### config.mk
export PLATFORM = sky130hd
export DESIGN_NAME = stepper_full_step_sequencer
export DESIGN_NICKNAME = d
export VERILOG_FILES = /design/src/rtl/sfs_pkg.sv /design/src/rtl/sfs_step_core.sv /design/src/rtl/stepper_full_step_sequencer.sv
export SDC_FILE = /design/constraint.sdc
export NUM_CORES = 1
export LEC_CHECK = 0
export ABC_AREA = 1
export BUFFER_PORTS_ARGS = -buffer_cell sky130_fd_sc_hd__buf_4
export CORE_MARGIN = 5
export CORE_UTILIZATION = 45
export DETAILED_ROUTE_END_ITERATION = 7
export PLACE_DENSITY = 0.72
export SETUP_SLACK_MARGIN = 0.5
export SLEW_MARGIN = 10
export SYNTH_ARGS = -nofsm -noshare
export SYNTH_HDL_FRONTEND = slang
export SYNTH_SLANG_ARGS = --single-unit
### constraint.sdc
create_clock -name clock -period 2.6 [get_ports clock]
set_input_delay 0.13 -clock clock [delete_from_list [all_inputs] [get_ports clock]]
set_output_delay 0.13 -clock clock [all_outputs]
set_load 0.1 [all_outputs]
### src/rtl/sfs_pkg.sv
// ============================================================================
// sfs_pkg: shared types and constants of the full-step stepper sequencer
// Holds the default widths, register reset value, direction and mode codes,
// the coil pattern table and the status bundle passed from the step core.
// ============================================================================
package sfs_pkg;

   localparam int POSITION_BITS_DEF = 16;
   localparam int COUNT_BITS_DEF    = 16;

   localparam int               RUN_STEPS_BITS  = 16;
   localparam logic [15:0]      RUN_STEPS_RESET = 16'd512;

   localparam int COIL_BITS  = 4;
   localparam int PHASE_BITS = 2;

   localparam logic [PHASE_BITS-1:0] PHASE_FIRST = 2'd0;
   localparam logic [PHASE_BITS-1:0] PHASE_LAST  = 2'd3;

   // Direction codes.
   localparam logic DIR_CW  = 1'b0;
   localparam logic DIR_CCW = 1'b1;

   // Blink interval codes.
   localparam logic ANGLE_FINE   = 1'b0;
   localparam logic ANGLE_COARSE = 1'b1;

   // Button presses carried by one transaction.
   typedef struct packed {
      logic start_stop;
      logic dir;
      logic angle;
      logic home;
   } press_type;

   // Single-bit status of one result.
   typedef struct packed {
      logic busy;
      logic dir_led;
      logic run_led;
      logic mode_led;
      logic blink;
   } status_type;

   // Clockwise two-phase-on full-step sequence, one pattern per phase.
   function automatic logic [COIL_BITS-1:0] cw_pattern(input logic [PHASE_BITS-1:0] ph);
      logic [COIL_BITS-1:0] pat;
      case (ph)
         2'd0:    pat = 4'b0011;
         2'd1:    pat = 4'b0110;
         2'd2:    pat = 4'b1100;
         2'd3:    pat = 4'b1001;
         default: pat = 4'b0011;
      endcase
      return pat;
   endfunction

endpackage

### src/rtl/sfs_step_core.sv
// ============================================================================
// sfs_step_core: sequencer state and per-tick update
// Holds all sequencer state and applies one phase tick whenever the top level
// advances a transaction; the state registers double as the result register.
// ============================================================================
module sfs_step_core #(
   parameter int POSITION_BITS = sfs_pkg::POSITION_BITS_DEF,
   parameter int COUNT_BITS    = sfs_pkg::COUNT_BITS_DEF
) (
   input  logic                                   clock,
   input  logic                                   reset,
   input  logic                                   fire_i,
   input  sfs_pkg::press_type                     press_i,
   input  logic [sfs_pkg::RUN_STEPS_BITS-1:0]     run_steps_i,
   output logic [sfs_pkg::COIL_BITS-1:0]          coil_o,
   output logic signed [POSITION_BITS-1:0]        position_o,
   output sfs_pkg::status_type                    status_o
);

   localparam int SW_A = (POSITION_BITS > sfs_pkg::RUN_STEPS_BITS) ?
                         POSITION_BITS : sfs_pkg::RUN_STEPS_BITS;
   localparam int SW   = (SW_A > COUNT_BITS) ? SW_A : COUNT_BITS;

   localparam logic [SW-1:0] CNT_MAX_W = SW'({COUNT_BITS{1'b1}});
   localparam logic signed [POSITION_BITS-1:0] POS_MAX =
      {1'b0, {(POSITION_BITS-1){1'b1}}};
   localparam logic signed [POSITION_BITS-1:0] NEG_MAX =
      {1'b1, {(POSITION_BITS-2){1'b0}}, 1'b1};

   logic signed [POSITION_BITS-1:0] pos_ff, pos_in;
   logic                            active_ff, active_in;
   logic                            homing_ff, homing_in;
   logic                            dir_ff, dir_in;
   logic                            angle_ff, angle_in;
   logic [COUNT_BITS-1:0]           done_ff, done_in;
   logic [COUNT_BITS-1:0]           total_ff, total_in;
   logic [sfs_pkg::PHASE_BITS-1:0]  phase_ff, phase_in;
   logic [sfs_pkg::COIL_BITS-1:0]   coil_ff, coil_in;
   logic                            dir_led_ff, dir_led_in;
   logic                            run_led_ff, run_led_in;
   logic                            mode_led_ff, mode_led_in;
   logic                            blink_ff, blink_in;

   logic [POSITION_BITS-1:0] pos_u, pos_neg, pos_mag;
   logic [SW-1:0]            run_w, mag_w, run_sat_w, mag_sat_w;
   logic [COUNT_BITS-1:0]    run_total, mag_total;
   logic [COUNT_BITS:0]      done_inc;
   logic                     dir_new, angle_new, drive;

   // Run lengths saturate to the step counter range.
   always_comb begin
      pos_u     = pos_ff;
      pos_neg   = ~pos_u + POSITION_BITS'(1);
      pos_mag   = pos_ff[POSITION_BITS-1] ? pos_neg : pos_u;
      run_w     = SW'(run_steps_i);
      mag_w     = SW'(pos_mag);
      run_sat_w = (run_w > CNT_MAX_W) ? CNT_MAX_W : run_w;
      mag_sat_w = (mag_w > CNT_MAX_W) ? CNT_MAX_W : mag_w;
      run_total = run_sat_w[COUNT_BITS-1:0];
      mag_total = mag_sat_w[COUNT_BITS-1:0];
      done_inc  = {1'b0, done_ff} + (COUNT_BITS+1)'(1);
   end

   always_comb begin
      pos_in      = pos_ff;
      active_in   = active_ff;
      homing_in   = homing_ff;
      dir_in      = dir_ff;
      angle_in    = angle_ff;
      done_in     = done_ff;
      total_in    = total_ff;
      phase_in    = phase_ff;
      coil_in     = coil_ff;
      dir_led_in  = dir_led_ff;
      run_led_in  = run_led_ff;
      mode_led_in = mode_led_ff;
      blink_in    = 1'b0;
      dir_new     = dir_ff;
      angle_new   = angle_ff;
      drive       = 1'b0;

      if (!active_ff) begin
         if (press_i.start_stop) begin
            active_in   = 1'b1;
            homing_in   = 1'b0;
            dir_in      = sfs_pkg::DIR_CW;
            angle_in    = sfs_pkg::ANGLE_FINE;
            dir_led_in  = 1'b1;
            run_led_in  = 1'b1;
            mode_led_in = 1'b1;
            total_in    = run_total;
            done_in     = '0;
            phase_in    = sfs_pkg::PHASE_FIRST;
            // A zero-length run ends on the tick that arms it.
            if (run_total == '0) begin
               active_in  = 1'b0;
               run_led_in = 1'b0;
            end
         end else if (press_i.home && pos_ff != '0) begin
            dir_in    = pos_ff[POSITION_BITS-1] ? sfs_pkg::DIR_CW : sfs_pkg::DIR_CCW;
            angle_in  = sfs_pkg::ANGLE_FINE;
            homing_in = 1'b1;
            active_in = 1'b1;
            total_in  = mag_total;
            done_in   = '0;
            phase_in  = sfs_pkg::PHASE_FIRST;
         end
      end else begin
         drive = 1'b1;
         if (phase_ff == sfs_pkg::PHASE_FIRST) begin
            if (press_i.start_stop) begin
               drive      = 1'b0;
               active_in  = 1'b0;
               run_led_in = 1'b0;
               homing_in  = 1'b0;
               phase_in   = sfs_pkg::PHASE_FIRST;
               if (homing_ff) begin
                  pos_in = '0;
               end
            end else begin
               if (press_i.dir) begin
                  dir_new    = ~dir_ff;
                  dir_led_in = (dir_new == sfs_pkg::DIR_CW);
               end
               if (press_i.angle) begin
                  angle_new   = ~angle_ff;
                  mode_led_in = (angle_new == sfs_pkg::ANGLE_FINE);
               end
            end
         end
         dir_in   = dir_new;
         angle_in = angle_new;

         if (drive) begin
            coil_in = (dir_new == sfs_pkg::DIR_CW) ? sfs_pkg::cw_pattern(phase_ff)
                                                   : sfs_pkg::cw_pattern(~phase_ff);
            if (phase_ff == sfs_pkg::PHASE_LAST) begin
               if (dir_new == sfs_pkg::DIR_CW) begin
                  if (pos_ff < POS_MAX) begin
                     pos_in = pos_ff + POSITION_BITS'(1);
                  end
               end else begin
                  if (pos_ff > NEG_MAX) begin
                     pos_in = pos_ff - POSITION_BITS'(1);
                  end
               end
               blink_in = (angle_new == sfs_pkg::ANGLE_FINE) ? (done_ff[3:0] == 4'd0)
                                                             : (done_ff[5:0] == 6'd0);
               done_in  = done_inc[COUNT_BITS-1:0];
               phase_in = sfs_pkg::PHASE_FIRST;
               if (done_inc >= {1'b0, total_ff}) begin
                  active_in  = 1'b0;
                  run_led_in = 1'b0;
                  homing_in  = 1'b0;
                  if (homing_ff) begin
                     pos_in = '0;
                  end
               end
            end else begin
               phase_in = phase_ff + sfs_pkg::PHASE_BITS'(1);
            end
         end
      end
   end

   always_ff @(posedge clock) begin
      if (reset) begin
         pos_ff      <= '0;
         active_ff   <= 1'b0;
         homing_ff   <= 1'b0;
         dir_ff      <= sfs_pkg::DIR_CW;
         angle_ff    <= sfs_pkg::ANGLE_FINE;
         done_ff     <= '0;
         total_ff    <= '0;
         phase_ff    <= sfs_pkg::PHASE_FIRST;
         coil_ff     <= '0;
         dir_led_ff  <= 1'b0;
         run_led_ff  <= 1'b0;
         mode_led_ff <= 1'b0;
         blink_ff    <= 1'b0;
      end else if (fire_i) begin
         pos_ff      <= pos_in;
         active_ff   <= active_in;
         homing_ff   <= homing_in;
         dir_ff      <= dir_in;
         angle_ff    <= angle_in;
         done_ff     <= done_in;
         total_ff    <= total_in;
         phase_ff    <= phase_in;
         coil_ff     <= coil_in;
         dir_led_ff  <= dir_led_in;
         run_led_ff  <= run_led_in;
         mode_led_ff <= mode_led_in;
         blink_ff    <= blink_in;
      end
   end

   assign coil_o            = coil_ff;
   assign position_o        = pos_ff;
   assign status_o.busy     = active_ff;
   assign status_o.dir_led  = dir_led_ff;
   assign status_o.run_led  = run_led_ff;
   assign status_o.mode_led = mode_led_ff;
   assign status_o.blink    = blink_ff;

`ifndef SYNTHESIS
   a_run_led_needs_active: assert property (@(posedge clock) disable iff (reset)
      run_led_ff |-> (active_ff && !homing_ff))
      else $error("run LED lit without an active started run");

   a_phase_idle_zero: assert property (@(posedge clock) disable iff (reset)
      (phase_ff != sfs_pkg::PHASE_FIRST) |-> active_ff)
      else $error("mid-step phase while idle");

   a_done_below_total: assert property (@(posedge clock) disable iff (reset)
      active_ff |-> (done_ff < total_ff))
      else $error("active run has already reached its step count");

   a_hold_without_fire: assert property (@(posedge clock) disable iff (reset)
      !fire_i |=> ($stable(pos_ff) && $stable(coil_ff) && $stable(blink_ff)))
      else $error("result changed without a tick");
`endif

endmodule

### src/rtl/stepper_full_step_sequencer.sv
// ============================================================================
// stepper_full_step_sequencer: full-step sequencer for a unipolar stepper
// Input register, single-pass step core and result handshake for one phase
// tick per transaction, plus the run length configuration register.
// ============================================================================
// An accepted tick waits in the input register, and the step core writes its result
// into the state/result registers whenever the result stage is free.
// Throughput: one transaction per cycle while rsp_stall is low; the step core
// updates all state in a single pass between input and state/result registers.
// Reset (synchronous, active high) clears all sequencer state, empties both
// stages and loads run_steps with 512; the block accepts input right away.
module stepper_full_step_sequencer #(
   parameter int POSITION_BITS = sfs_pkg::POSITION_BITS_DEF,
   parameter int COUNT_BITS    = sfs_pkg::COUNT_BITS_DEF
) (
   input  logic                                clock,
   input  logic                                reset,
   // Configuration port for run_steps.
   input  logic                                csr_wr_en,
   input  logic [sfs_pkg::RUN_STEPS_BITS-1:0]  csr_wr_data,
   // Input channel: one phase tick per transaction.
   input  logic                                req_valid,
   output logic                                req_stall,
   input  logic                                req_start_stop_press,
   input  logic                                req_dir_press,
   input  logic                                req_angle_press,
   input  logic                                req_home_press,
   // Result channel.
   output logic                                rsp_valid,
   input  logic                                rsp_stall,
   output logic [sfs_pkg::COIL_BITS-1:0]       rsp_coil_drive,
   output logic signed [POSITION_BITS-1:0]     rsp_position,
   output logic                                rsp_busy_res,
   output logic                                rsp_dir_led,
   output logic                                rsp_run_led,
   output logic                                rsp_mode_led,
   output logic                                rsp_blink
);

   logic [sfs_pkg::RUN_STEPS_BITS-1:0] run_steps_ff;
   logic                               req_valid_ff, req_valid_in;
   sfs_pkg::press_type                 press_ff, press_in;
   logic                               rsp_valid_ff, rsp_valid_in;
   logic                               out_free;
   logic                               fire;
   sfs_pkg::status_type                status;

   // The result stage can take a new result when it is empty or when its
   // current transaction completes in this cycle.
   assign out_free  = !rsp_valid_ff || !rsp_stall;

   // A held tick advances into the step core whenever the result stage is free.
   assign fire      = req_valid_ff && out_free;

   // The input register only stalls while it holds a tick that cannot advance,
   // so a new transaction can be taken in every cycle of a free-flowing stream.
   assign req_stall = req_valid_ff && !out_free;

   always_comb begin
      press_in.start_stop = req_start_stop_press;
      press_in.dir        = req_dir_press;
      press_in.angle      = req_angle_press;
      press_in.home       = req_home_press;
      req_valid_in        = req_stall ? req_valid_ff : req_valid;
      rsp_valid_in        = fire ? 1'b1 : (rsp_valid_ff && rsp_stall);
   end

   always_ff @(posedge clock) begin
      if (reset) begin
         req_valid_ff <= 1'b0;
         rsp_valid_ff <= 1'b0;
         run_steps_ff <= sfs_pkg::RUN_STEPS_RESET;
      end else begin
         req_valid_ff <= req_valid_in;
         rsp_valid_ff <= rsp_valid_in;
         if (csr_wr_en) begin
            run_steps_ff <= csr_wr_data;
         end
      end
   end

   // The press payload is captured with each accepted transaction.
   always_ff @(posedge clock) begin
      if (!req_stall) begin
         press_ff <= press_in;
      end
   end

   // The step core holds the sequencer state; its registers update only on a
   // tick, so they also serve as the result register and hold while stalled.
   sfs_step_core #(
      .POSITION_BITS (POSITION_BITS),
      .COUNT_BITS    (COUNT_BITS)
   ) u_core (
      .clock       (clock),
      .reset       (reset),
      .fire_i      (fire),
      .press_i     (press_ff),
      .run_steps_i (run_steps_ff),
      .coil_o      (rsp_coil_drive),
      .position_o  (rsp_position),
      .status_o    (status)
   );

   assign rsp_valid    = rsp_valid_ff;
   assign rsp_busy_res = status.busy;
   assign rsp_dir_led  = status.dir_led;
   assign rsp_run_led  = status.run_led;
   assign rsp_mode_led = status.mode_led;
   assign rsp_blink    = status.blink;

endmodule

==> impl_metrics.ini <==
[placed_design]
finalWeightedCongestion = 0.942
port_buffers = 51
dp_hpwl_um = 11800

[floorplanning]
rows = 41
num_io_pins = 52
initial_utilization_pct = 45.7
dieHeight_um = 123
dieArea_mm2 = 0.0151
core_area_mm2 = 0.0126
chipWidth_um = 123

[global_routing]
grt_use_met1_pct = 29.4
overflow = 0
grt_pass1_wl_um = 27800
grtUsageTotal_pct = 23.4
grt_use_met2_pct = 38.5
busiest_layer = met2
use_met3_pct = 5.54
grt_pass1_vias = 5659
antenna_found_initial = 0
grt_max_degree = 51

[power]
pwr-share-comb_pct = 21.2
internal_power_mw = 2.26
p_clk_share_pct = 36.4
peakVddDrop_v = 0.000323
finalPower_mw = 3.29
powerDensity_mw_per_mm2 = 455
switchingPower_mw = 1.03
switching_share_pct = 31.3
power_frac_seq_pct = 42.4
power_leakage_nw = 3.25

[critical_path]
max_stage_delay_ns = 0.38
r2r_end = u_core.position_o[8]
criticalPathCategory = reg -> reg
cp_data_required_time_ns = 2.88
critical_path.top_delay_family = simple AND/OR/NAND/NOR gates
crit_slowest_cell = dfxtp_4
cp_num_buf_inv = 3
arrival_ns = 3.17
cp-start-kind = flop
crit_start = u_core.done_ff[0]
end_kind = flop
r2r-start = u_core.done_ff[0]
worstPathMaxFanout = 7
path_cells = nand3_4 > nor2_4 > nand2_2 > inv_2 > nand3_4 > nor3_4 > nand3_1 > xor2_1 > inv_1 > ha_4 > a21oi_2 > o211ai_1 > inv_1 > nand2_2 > nor2_4 > nand3_4 > nand2_4 > nand2_1 > nand2_1 > nand2_1 > a21oi_1
rr_worst_depth = 21
reg2reg_slack_ns = -0.29

[timing]
max_freq_ghz = 0.346
setup_ws_ns = -0.290
relSlewSlack_pct = 48.7
rsz0062_at_grt = true
finalCriticalPeriod_ns = 2.89
hold_viol = 0
tightest_slew_ns = 0.769
drv_slew = 0
post-route-period-util_pct = 111
fin_skew_ns = 0.00693
setup_violations = 19
fin_setup_tns_ns = -4.43

[layout]
fillers = 1152
antennaDiodeCount = 0
nets = 974
syn2layout_area_growth_pct = 25.9
drive_gt1_share_pct = 24.9

[clock_tree]
cts.clk_slew.worst_paths_ns = 0.06
cts_buffers = 9
cts_tree = yes
clk_latency_ns = 0.35
root_buffer = clkbuf_16
htreeDepth = 3
clk_path_buf_depth = 2
numClockSinks = 84

[routing]
drc = 0
wl_um = 17300
vias_per_cell = 5.41
wire_per_inst_um = 15.8
drt_iter0_markers = 582
vias = 5939
ant_nets = 0
dr.pass1.iters = 5

[synthesis]
netlist_area_mm2 = 0.00575
synth.avg_cell_area_um2 = 6.86
synthFlopType = dfxtp_1
synth_mux_area_share_pct = 0
ys_warn_count = 0
synth-compound-area-share_pct = 22.5
yosys.cell_types.count = 51
synth_fp_nets = 890
synthXorXnorAreaFrac_pct = 4.57
synthAdderAreaFrac_pct = 5.88
yosysTopAreaCellShare_pct = 27.9
syn_inst = 838
yosys_register_bits = 84
synth-edff-count = 4
synthTopCellsByArea = dfxtp_1 (28%), nand2_1 (9.5%), a21oi_1 (8.7%)
synth_common_cells = nand2_1 (146), inv_1 (110), a21oi_1 (100)
synth_top_area_cell = dfxtp_1
synthArstFlopShare_pct = 0
synth_top_family_by_area = simple AND/OR/NAND/NOR gates
synth_most_common_cell = nand2_1
yosysSeqAreaShare_pct = 29.9
yosys.area_share.simple_pct = 25.2

[min_path]
min_path_cells = 3
holdPathEnd = run_steps_ff[0]
min_from = csr_wr_data[0]
hold_path_class = in -> reg

[status]
violations = negative setup slack
status = finished with violations

[job]
cap_violations = 0
flip-flops by register name, summed over array words and instances (netlist names), 2 cells and up:
name and cells:
run_steps_ff 16, u_core.done_ff 16, u_core.position_o 16, u_core.total_ff 16
press_ff 4, u_core.coil_o 4, u_core.phase_ff 2
timing repair:
item	in CTS	in global routing
hold buffers	8	0
buffers inserted	6	3
endpoints found under the setup margin	34	51
pin swaps	21	21
cloned	1	1
resized for setup	23	44
endpoints found under the hold margin	8	0
power by group through the flow:
stage | registers, mW | clock network (mW) | logic (mW)
global route | 1.40 | 1.27 | 0.762
finish | 1.39 | 1.20 | 0.697
floorplan | 1.48 | 0 | 0.392
global placement | 1.42 | 0 | 0.605
CTS | 1.39 | 1.22 | 0.653
detailed placement | 1.42 | 0 | 0.611
layer usage:
layer | part of all wire [%] | up-vias | routed length, um
met1 | 43 | 2745 | 7370
met5 | 0 | - | 0
li1 | - | 2933 | -
met2 | 48 | 216 | 8240
met3 | 6.8 | 45 | 1180
met4 | 3.0 | 0 | 526
worst register-to-register path: cells and delay by family (launching register included):
family | cells | cell delay [ns]
compound gates | 3 | 0.40
xor+xnor | 1 | 0.20
fa+ha+maj | 1 | 0.17
buf+inv | 3 | 0.31
flops | 1 | 0.38
simple gates | 13 | 1.38
layout by cell type (no fill, tap or decap), types with 3 or more instances in the layout:
cell type / n
nand2_1: 136
nor2_2: 6
nand4_1: 22
ha_2: 3
a21oi_2: 9
a31oi_1: 7
nand2_2: 15
nor2_1: 52
dlygate4sd3_1: 8
nor3_1: 5
nor2_4: 13
inv_4: 3
buf_12: 3
o21ai_0: 89
a21oi_1: 92
o21ai_1: 6
xor2_2: 5
nor4_1: 7
clkbuf_16: 10
dfxtp_1: 60
dfxtp_2: 16
inv_1: 108
edfxtp_1: 4
ha_4: 5
o21ai_2: 4
nand3_4: 4
buf_4: 96
xor2_1: 24
dfxtp_4: 4
o31ai_1: 6
ha_1: 19
clkbuf_1: 3
inv_2: 12
nand2_4: 8
o211ai_1: 6
nand3_1: 27
logic make-up after synthesis:
kind of cell / after synthesis
buf+inv: 160
fa+ha+maj: 27
xor+xnor: 30
flops: 84
simple gates: 303
compound gates: 234
per-stage QoR:
step | instances | hold WS (ns) | utilization [%] | area (um2) | setup WS, ns
after floorplan | 838 | 0.229 | - | 5800 | 0.0406
after global placement | 1064 | 0.312 | 51.6 | 6480 | -0.181
after detailed placement | 1064 | 0.310 | 51.6 | 6480 | -0.304
after CTS | 1094 | 0.0115 | 55.6 | 6990 | -0.159
after global routing | 1098 | 0.0301 | 57.6 | 7240 | -0.460
final | 1098 | 0.0147 | 57.6 | 7240 | -0.290
layout make-up:
cell class	count	area (um2)	area share, %
tap	172	215	2.97
multi-input combinational	595	3640	50.3
timing repair buffer	108	886	12.2
clock buffer	13	250	3.46
clock inverter	2	11.3	0.156
sequential	84	1760	24.3
inverter	124	475	6.57
worst max path at each step:
stage	endpoint	slack, ns	cells after the start
floorplan	u_core.position_o[14]	0.04	22
global placement	u_core.position_o[3]	-0.18	21
detailed placement	u_core.position_o[3]	-0.30	21
CTS	u_core.position_o[0]	-0.16	21
global route	u_core.position_o[12]	-0.46	21
finish	u_core.position_o[8]	-0.29	21
No activity file was read; power rests on OpenSTA's default activity.
